[src/zpi_pkg.sv]
package zpi_pkg;

  localparam int unsigned ZoneW  = 6;
  localparam int unsigned ErrW   = 32;
  localparam int unsigned AreaW  = 24;
  localparam int unsigned TimeW  = 32;
  localparam int unsigned LoadW  = 48;
  localparam int unsigned CfgIdxW  = 2;
  localparam int unsigned CfgDataW = 32;

  localparam logic [1:0] OP_EVAL  = 2'd0;
  localparam logic [1:0] OP_INTEG = 2'd1;
  localparam logic [1:0] OP_CLOSE = 2'd2;
  localparam logic [1:0] OP_RSVD  = 2'd3;

  localparam logic [CfgIdxW-1:0] CFG_KP       = 2'd0;
  localparam logic [CfgIdxW-1:0] CFG_KI       = 2'd1;
  localparam logic [CfgIdxW-1:0] CFG_MAX_HEAT = 2'd2;
  localparam logic [CfgIdxW-1:0] CFG_MAX_COOL = 2'd3;

  typedef struct packed {
    logic [1:0]             op;
    logic [ZoneW-1:0]       zone;
    logic signed [ErrW-1:0] heating_error;
    logic signed [ErrW-1:0] cooling_error;
    logic [AreaW-1:0]       zone_area;
    logic [TimeW-1:0]       time_now;
  } in_item_t;

  typedef struct packed {
    logic [ZoneW-1:0] zone_out;
    logic [LoadW-1:0] heating_load;
    logic [LoadW-1:0] cooling_load;
  } out_item_t;

  typedef struct packed {
    logic             is_integ;
    logic [ZoneW-1:0] zone;
    logic [ErrW-1:0]  herr;
    logic [ErrW-1:0]  cerr;
    logic [AreaW-1:0] area;
    logic [TimeW-1:0] dt;
  } cmd_t;

  typedef struct packed {
    logic [31:0]      kp;
    logic [31:0]      ki;
    logic [AreaW-1:0] max_heat;
    logic [AreaW-1:0] max_cool;
  } cfg_t;

endpackage

[src/zpi_cmd_fifo.sv]
module zpi_cmd_fifo (
  input  logic          clk_i,
  input  logic          rst_ni,
  input  logic          push_i,
  input  zpi_pkg::cmd_t data_i,
  output logic          full_o,
  output logic          empty_o,
  input  logic          pop_i,
  output zpi_pkg::cmd_t data_o
);

  zpi_pkg::cmd_t entry_q [2];
  logic       wptr_q, wptr_d;
  logic       rptr_q, rptr_d;
  logic [1:0] cnt_q, cnt_d;
  logic       do_push, do_pop;

  assign full_o  = (cnt_q == 2'd2);
  assign empty_o = (cnt_q == 2'd0);
  assign do_push = push_i && !full_o;
  assign do_pop  = pop_i && !empty_o;
  assign data_o  = entry_q[rptr_q];

  always_comb begin
    wptr_d = do_push ? ~wptr_q : wptr_q;
    rptr_d = do_pop ? ~rptr_q : rptr_q;
    cnt_d  = cnt_q + 2'(do_push) - 2'(do_pop);
  end

  always_ff @(posedge clk_i or negedge rst_ni) begin
    if (!rst_ni) begin
      wptr_q <= 1'b0;
      rptr_q <= 1'b0;
      cnt_q  <= '0;
    end else begin
      wptr_q <= wptr_d;
      rptr_q <= rptr_d;
      cnt_q  <= cnt_d;
    end
  end

  always_ff @(posedge clk_i) begin
    if (do_push) begin
      entry_q[wptr_q] <= data_i;
    end
  end

endmodule

[config.mk]
export PLATFORM = sky130hd
export DESIGN_NAME = zpi_cmd_fifo
export DESIGN_NICKNAME = d
export VERILOG_FILES = /design/src/zpi_pkg.sv /design/src/zpi_cmd_fifo.sv
export SDC_FILE = /design/constraint.sdc
export NUM_CORES = 1
export LEC_CHECK = 0
export BUFFER_PORTS_ARGS = -buffer_cell sky130_fd_sc_hd__buf_4
export CORE_ASPECT_RATIO = 0.75
export CORE_MARGIN = 2
export CORE_UTILIZATION = 37
export DETAILED_ROUTE_END_ITERATION = 10
export GPL_TIMING_DRIVEN = 0
export PLACE_DENSITY = 0.64
export SYNTH_ARGS = -nofsm -noshare
export SYNTH_HDL_FRONTEND = slang
export SYNTH_SLANG_ARGS = --single-unit
[constraint.sdc]
create_clock -name clk_i -period 20 [get_ports clk_i]
set_input_delay 1 -clock clk_i [delete_from_list [all_inputs] [get_ports clk_i]]
set_output_delay 1 -clock clk_i [all_outputs]
set_load 0.005 [all_outputs]
==> impl_metrics.env <==
export IMPL_antenna_found_initial=0
export IMPL_fin_nets=839
export IMPL_cts_tree="done"
export IMPL_maxSlewViolCount=0
export IMPL_ys_types=14
export IMPL_vias_per_cell=4.52
export IMPL_max_freq_mhz=353
export IMPL_die_h_um=142
export IMPL_postCtsSetupBuffers=0
export IMPL_wirelength_um=18800
export IMPL_synthToLayoutAreaGrowth_pct=34.8
export IMPL_period_share=0.142
export IMPL_drive_gt1_frac=0.607
export IMPL_cp_arrival_ps=1840
export IMPL_grt_setup_unrepaired="false"
export IMPL_r2r_slack_ps=17840
export IMPL_grt_pass1_vias=5219
export IMPL_syn_area_mm2=0.00943
export IMPL_cts_root_buffer="clkbuf_16"
export IMPL_grt_use_total=0.134
export IMPL_multiInputGateArea_mm2=0.00153
export IMPL_ys_seq_area_frac=0.819
export IMPL_core_area_mm2=0.0250
export IMPL_grt_max_degree=67
export IMPL_row_count=50
export IMPL_max_slew_margin=0.392
export IMPL_period_needed_ps=2840
export IMPL_diodes=0
export IMPL_cts_num_sinks=258
export IMPL_power_density_mw_per_mm2=141
export IMPL_end_kind="primary output"
export IMPL_clkSlewWorstSetupHoldPaths_ps=60
export IMPL_cp_max_fo=10
export IMPL_worstSetupPathType="reg -> out"
export IMPL_reg2reg_from="cnt_q[1]"
export IMPL_critPathCapture="data_o[19]"
export IMPL_power_leakage_nw=4.73
export IMPL_seq_area_mm2=0.00773
export IMPL_dp_hpwl_um=13000
export IMPL_ys_ff_latch=258
export IMPL_drtIter0Drc=285
export IMPL_start_kind="register"
export IMPL_gp_congestion=0.772
export IMPL_ant_nets=0
export IMPL_layout_common_cells="buf_4, edfxtp_1, mux2_2"
export IMPL_ir_worst_vdd_uv=69.5
export IMPL_critPathLaunch="rptr_q"
export IMPL_grt_overflow_total=0
export IMPL_status="finished, final reports clean"
export IMPL_vias=4791
export IMPL_routedWlPerCell_um=17.7
export IMPL_portBuffers=259
export IMPL_hold_path_class="in -> async"
export IMPL_skew_ps=12.4
export IMPL_die_area_mm2=0.0268
export IMPL_insertion_delay_ps=510
export IMPL_synth_area_per_cell_um2=22.8
export IMPL_synth_net_count=546
export IMPL_setup_viol=0
export IMPL_tightest_slew_ps=912
export IMPL_ys_warnings_count=0
export IMPL_grt_pass1_wl_um=28200
export IMPL_cts_resized_gates=0
export IMPL_start_util=0.377
export IMPL_fin_util=0.508
export IMPL_drt_first_pass_iters=6
export IMPL_die_x_um=188
export IMPL_maxCapViolCount=0
export IMPL_drc_errors=0
export IMPL_io_pins=260
export IMPL_cp_required_ps=19000
export IMPL_holdBufCountCts=0
export IMPL_finalSetupTns_ps=0
export IMPL_syn_inst=413
export IMPL_num_fill_cells=2081
export IMPL_cts_inserted_buffers=27
export IMPL_timing_rr_end="entry_q[0][30]"
export IMPL_htreeDepth=1
export IMPL_reg2regPathDepth=5
export IMPL_finalHoldViolations=0
export IMPL_cts_buffer_depth=3
export IMPL_layout_commonest_cell="buf_4"
==> state kept, by name, indices dropped and copies added (netlist names) <==
| signal | flops |
|---|---|
| rptr_q | 1 |
| wptr_q | 1 |
| cnt_q | 2 |
| entry_q | 254 |
==> cell type report <==
cell class	instances	share of cell area
Buffer	14	0.0140
Tap cell	338	0.0333
Sequential cell	258	0.608
Clock buffer	35	0.0555
Multi-Input combinational cell	139	0.121
Clock inverter	11	0.00620
Inverter	2	0.000591
Timing Repair Buffer	264	0.162
==> worst max-delay path: stages, from the launching register on <==
cell and delay [ps]:
dfrtp_1 390, buf_6 230, clkbuf_8 210, mux2_2 350, buf_4 140
==> power by group <==
part	total (mW)	internal [mW]	switching [mW]
combinational	0.572	0.322	0.250
clock	0.449	0.260	0.189
sequential	0.766	0.739	0.0270
==> stage by stage <==
stage	cells	area, um2	power (mW)	hold slack (ps)	worst slack, ps
after floorplan	413	9430	1.08	461	13010
after global placement	1010	11800	1.35	476	10510
after detailed placement	1015	11900	1.36	525	17290
after CTS	1061	12700	1.82	242	17090
after global routing	1061	12700	1.87	242	17060
final	1061	12700	1.79	268	17160
==> worst min-delay path by stage <==
stage	from	depth (start not counted)	end	slack, ps
floorplan	wptr_q	1	wptr_q	460
global placement	wptr_q	1	wptr_q	480
detailed placement	cnt_q[0]	1	cnt_q[0]	520
CTS	rst_ni	1	rptr_q	240
global route	rst_ni	1	rptr_q	240
finish	rst_ni	1	cnt_q[0]	270
==> per-layer routing <==
| metal | global-route usage | part of all wire | routed length [um] | vias up |
|---|---|---|---|---|
| li1 | - | - | - | 2221 |
| met1 | 0.166 | 0.41 | 7790 | 2347 |
| met3 | 0.0540 | 0.10 | 1900 | 30 |
| met4 | 0.0308 | 0.020 | 372 | 0 |
| met5 | 0 | 0 | 0 | - |
| met2 | 0.221 | 0.46 | 8740 | 193 |
==> synth_stat cells <==
master | count | area share
and3_1 | 1 | 0.00066
buf_6 | 6 | 0.0072
clkbuf_8 | 8 | 0.012
dfrtp_1 | 4 | 0.011
edfxtp_1 | 254 | 0.81
ha_1 | 2 | 0.0027
inv_1 | 2 | 0.00080
mux2_2 | 127 | 0.15
nand2_1 | 1 | 0.00040
nand2b_1 | 1 | 0.00066
nor2_1 | 2 | 0.00080
nor2b_1 | 1 | 0.00066
xnor2_1 | 3 | 0.0028
xor2_1 | 1 | 0.00093
==> cells by family (layout without fill, tap and decap cells) <==
family	after synthesis	after routing	synth area share
mux	127	127	0.152
xor+xnor	4	4	0.00371
buf+inv	16	326	0.0196
fa+ha+maj	2	2	0.00265
flops	258	258	0.819
simple gates	6	6	0.00318
Note: power is estimated with default switching activity, not from simulation.
