## config.mk

```make
export PLATFORM = sky130hd
export DESIGN_NAME = zpi_front
export DESIGN_NICKNAME = d
export VERILOG_FILES = /design/src/zpi_pkg.sv /design/src/zpi_front.sv
export SDC_FILE = /design/constraint.sdc
export NUM_CORES = 1
export LEC_CHECK = 0
export BUFFER_PORTS_ARGS = -buffer_cell sky130_fd_sc_hd__buf_2
export CORE_AREA = 2 2 101 103
export CTS_CLUSTER_SIZE = 30
export DETAILED_ROUTE_END_ITERATION = 16
export DIE_AREA = 0 0 103 105
export HOLD_SLACK_MARGIN = 0.05
export PLACE_DENSITY = 0.89
export SLEW_MARGIN = 20
export SYNTH_ARGS = -nofsm -noshare
export SYNTH_HDL_FRONTEND = slang
export SYNTH_SLANG_ARGS = --single-unit
```

## constraint.sdc

```tcl
create_clock -name clk_i -period 5.43 [get_ports clk_i]
set_input_delay 0.2715 -clock clk_i [delete_from_list [all_inputs] [get_ports clk_i]]
set_output_delay 0.2715 -clock clk_i [all_outputs]
set_load 0.02 [all_outputs]
```

## src/zpi_pkg.sv

```systemverilog
package zpi_pkg;

  localparam int unsigned ZoneW  = 6;
  localparam int unsigned ErrW   = 32;
  localparam int unsigned AreaW  = 24;
  localparam int unsigned TimeW  = 32;
  localparam int unsigned LoadW  = 48;
  localparam int unsigned CfgIdxW  = 2;
  localparam int unsigned CfgDataW = 32;

  localparam logic [1:0] OP_EVAL  = 2'd0;
  localparam logic [1:0] OP_INTEG = 2'd1;
  localparam logic [1:0] OP_CLOSE = 2'd2;
  localparam logic [1:0] OP_RSVD  = 2'd3;

  localparam logic [CfgIdxW-1:0] CFG_KP       = 2'd0;
  localparam logic [CfgIdxW-1:0] CFG_KI       = 2'd1;
  localparam logic [CfgIdxW-1:0] CFG_MAX_HEAT = 2'd2;
  localparam logic [CfgIdxW-1:0] CFG_MAX_COOL = 2'd3;

  typedef struct packed {
    logic [1:0]             op;
    logic [ZoneW-1:0]       zone;
    logic signed [ErrW-1:0] heating_error;
    logic signed [ErrW-1:0] cooling_error;
    logic [AreaW-1:0]       zone_area;
    logic [TimeW-1:0]       time_now;
  } in_item_t;

  typedef struct packed {
    logic [ZoneW-1:0] zone_out;
    logic [LoadW-1:0] heating_load;
    logic [LoadW-1:0] cooling_load;
  } out_item_t;

  typedef struct packed {
    logic             is_integ;
    logic [ZoneW-1:0] zone;
    logic [ErrW-1:0]  herr;
    logic [ErrW-1:0]  cerr;
    logic [AreaW-1:0] area;
    logic [TimeW-1:0] dt;
  } cmd_t;

  typedef struct packed {
    logic [31:0]      kp;
    logic [31:0]      ki;
    logic [AreaW-1:0] max_heat;
    logic [AreaW-1:0] max_cool;
  } cfg_t;

endpackage

```

## src/zpi_front.sv

```systemverilog
module zpi_front #(
  parameter int unsigned ZONES = 64
) (
  input  logic             clk_i,
  input  logic             rst_ni,
  input  logic             push_i,
  input  zpi_pkg::in_item_t item_i,
  input  logic             fifo_full_i,
  output logic             fifo_push_o,
  output zpi_pkg::cmd_t    cmd_o
);

  logic [zpi_pkg::TimeW-1:0] last_q, last_d;
  logic accept;
  logic zone_ok;
  logic is_work;

  assign accept  = push_i && !fifo_full_i;
  assign zone_ok = 32'(item_i.zone) < 32'(ZONES);
  assign is_work = (item_i.op == zpi_pkg::OP_EVAL) || (item_i.op == zpi_pkg::OP_INTEG);

  // Elapsed time is fixed at acceptance, so later close beats cannot disturb it.
  always_comb begin
    cmd_o.is_integ = (item_i.op == zpi_pkg::OP_INTEG);
    cmd_o.zone     = item_i.zone;
    cmd_o.herr     = item_i.heating_error;
    cmd_o.cerr     = item_i.cooling_error;
    cmd_o.area     = item_i.zone_area;
    cmd_o.dt       = (item_i.time_now > last_q) ? (item_i.time_now - last_q) : '0;
  end

  assign fifo_push_o = accept && is_work && zone_ok;

  always_comb begin
    last_d = last_q;
    if (accept && (item_i.op == zpi_pkg::OP_CLOSE)) begin
      last_d = item_i.time_now;
    end
  end

  always_ff @(posedge clk_i or negedge rst_ni) begin
    if (!rst_ni) begin
      last_q <= '0;
    end else begin
      last_q <= last_d;
    end
  end

endmodule

```

==> impl_metrics.ini <==
[status]
run_status = complete, no violations

[logic_synthesis]
synth_simple_gate_area_share_pct = 18.6
synthMuxAreaShare_pct = 0.520
async_flop_share_pct = 100
synth_warnings = 0
syn-instance-count = 543
seq_area_frac_synth_pct = 19.6
synthAdderAreaFrac_pct = 10.3
syn_avg_cell_area_um2 = 7.53
synth_xor_area_share_pct = 4.50
synth.ff_latch_count = 32
synthFlopType = dfrtp_1
synth_nets = 708
synth_cell_type_count = 65
synth-compound-area-share_pct = 23.2
syn-cell-area_mm2 = 0.00409
synth_edf_count = 0
synth_top_family_by_area = buffers and inverters

[layout]
final_util_pct = 40.3
antenna_cells = 0
largest_reg_flops = 32
regMostFlops = last_q
stdcell_count = 636
top_regs = last_q (32)
drive_gt1_share_pct = 19.1
nFillCells = 1025
syn_to_final_growth_pct = -5.05
final_nets = 670

[floorplanning]
die_area_mm2 = 0.0108
core_area_mm2 = 0.00964
die_w_um = 103
initial_utilization_pct = 42.4
die_h_um = 105
std_cell_rows = 36
ios = 260

[cts]
htree_levels = 2
clk-insertion-delay-late_ps = 280
cts_buffers = 5
cts_tree = done
root_buffer = clkbuf_8
cts_setup_buffers = 0
cts_hold_buffers = 0
cts-resized-gates = 0
clockBufferDepth = 2
cts.clk_slew.worst_paths_ps = 70
clock-sinks = 32

[worst_setup_path]
critPathCaptureType = output port
critPathMaxStageDelay_ps = 460
cp.arrival_ps = 3360
worst_path_max_delay_cell = nor4_2
critPathMaxFanout = 32
path_class = flop to output port
required_ps = 5160
crit_chain = ha_1, fa_1, and2b_1, o2111ai_2, a21oi_1, o211ai_1, o21ai_1, a31oi_4, nor4_2, buf_2
cp-start-kind = flop

[timing]
skew_ps = 0
hold_viol = 0
max_freq_ghz = 0.275
maxSlewViolCount = 0
holdWs_ps = 52.9
slew_headroom_pct = 33.6
period_share_pct = 66.9
setup-tns-final_ps = 0
tightest_slew_ps = 996
setup_viol = 0
finalCriticalPeriod_ps = 3630
rsz0062_at_grt = false

[global_route]
grt_max_degree = 64
grt_pass1_vias = 3192
grt_antenna_before_repair = 0
grt_pass1_wl_um = 15100
gr-total-overflow = 0
grt_util_all_layers_pct = 17.2

[placed_design]
routabilityCongestion = 0.935
hpwl_um = 7400
dp.cells = 631
numPortBuffers = 71

[pwr]
power.density_mw_per_mm2 = 372
vdd_drop_max_mv = 0.132
power_leakage_nw = 1.84

[route]
wl_per_cell_um = 14.7
routed_wl_um = 9350
drtPass1Iterations = 5
vias_per_cell = 5.29
drt-initial-drc-count = 230
drc_errors = 0
vias = 3367
ant_nets = 0

[job]
drv_cap = 0

[hold_path]
worstHoldPathType = input port to async pin
-- cell families after synthesis --
group                    count (synthesis)
AND/OR/NAND/NOR                        159
XOR/XNOR                                21
adder cells (fa/ha/maj)                 33
multiplexers                             2
AO/OA/AOI/OAI                          143
buffers and inverters                  153
flip-flops                              32
-- Yosys cell counts (5+ instances only) --
master / number / area, um2
a21o_1: 13 / 97.6
a21oi_1: 28 / 140
a31oi_1: 5 / 31.3
and3_1: 5 / 31.3
buf_2: 8 / 40.0
buf_4: 96 / 721
clkbuf_1: 9 / 33.8
dfrtp_1: 32 / 801
ha_1: 32 / 400
inv_1: 36 / 135
nand2_1: 63 / 236
nand3_1: 10 / 50.1
nand4_1: 11 / 68.8
nor2_1: 37 / 139
nor2b_1: 6 / 37.5
nor3_1: 7 / 35.0
o21ai_0: 50 / 250
o21bai_1: 5 / 37.5
xnor2_1: 12 / 105
xor2_1: 9 / 78.8
-- critical path: cells and delay by family, from the launching register on --
kind	cells	cell delay (ps)
adder cells (fa/ha/maj)	2	580
flip-flops	1	380
AO/OA/AOI/OAI	5	1160
AND/OR/NAND/NOR	2	730
buffers and inverters	1	230
-- per-layer routing --
metal  routed length, um  track usage [%]  vias up
li1                    -                -     1692
met4                 209             4.79        0
met3                 727             4.88       26
met5                   0                0        -
met1                4390             24.0     1505
met2                4020             25.8      144
-- layout by cell type, fill, tap and decap left out, types with 5 or more instances in the layout --
cell      synthesis  routed
nand3_1          10      10
nor2_1           37      37
a31oi_1           5       5
xor2_1            9       9
nor3_1            7       7
nor2b_1           6       6
xnor2_1          12      12
nand4_1          11      11
ha_1             32      32
inv_1            36      36
and3_1            5       5
o21bai_1          5       5
o21ai_0          50      50
clkbuf_8          0       5
dfrtp_1          32      32
a21oi_1          28      28
a21o_1           13      13
nand2_1          63      63
buf_2             8      71
-- final timing paths --
path / start / cells after the start / end / slack, ps
min: rst_ni / 1 / last_q[19] / 50
min in group clk_i: item_i[19] / 3 / last_q[19] / 200
max in group asynchronous: rst_ni / 1 / last_q[31] / 4900
min reg2reg: last_q[0] / 1 / last_q[0] / 530
max reg2reg: last_q[0] / 1 / last_q[0] / 4680
max: last_q[0] / 10 / cmd_o[25] / 1800
-- metrics by stage --
stage	cell area (um2)	setup slack, ps	power (W)
floorplan	4090	2560	0.00113
global placement	3810	2090	0.00126
detailed placement	3810	2060	0.00127
CTS	3880	1800	0.00145
global route	3880	1460	0.00156
finish	3880	1800	0.00144
-- power by group --
| group | total, W | leakage [nW] | switching [W] | internal (W) |
|---|---|---|---|---|
| Sequential | 0.000302 | 0.390 | 0.0000145 | 0.000287 |
| Clock | 0.000170 | 0.0359 | 0.0000871 | 0.0000826 |
| Combinational | 0.000971 | 1.41 | 0.000617 | 0.000354 |
| Total | 0.00144 | 1.84 | 0.000719 | 0.000724 |
-- final cells by class --
class	count	area, um2	area share, %
multi-input combinational	358	2350	60.5
sequential	32	801	20.6
timing repair buffer	72	363	9.35
clock buffer	5	68.8	1.77
inverter	36	135	3.48
tap	133	166	4.29
(Power assumes the default switching activity.)
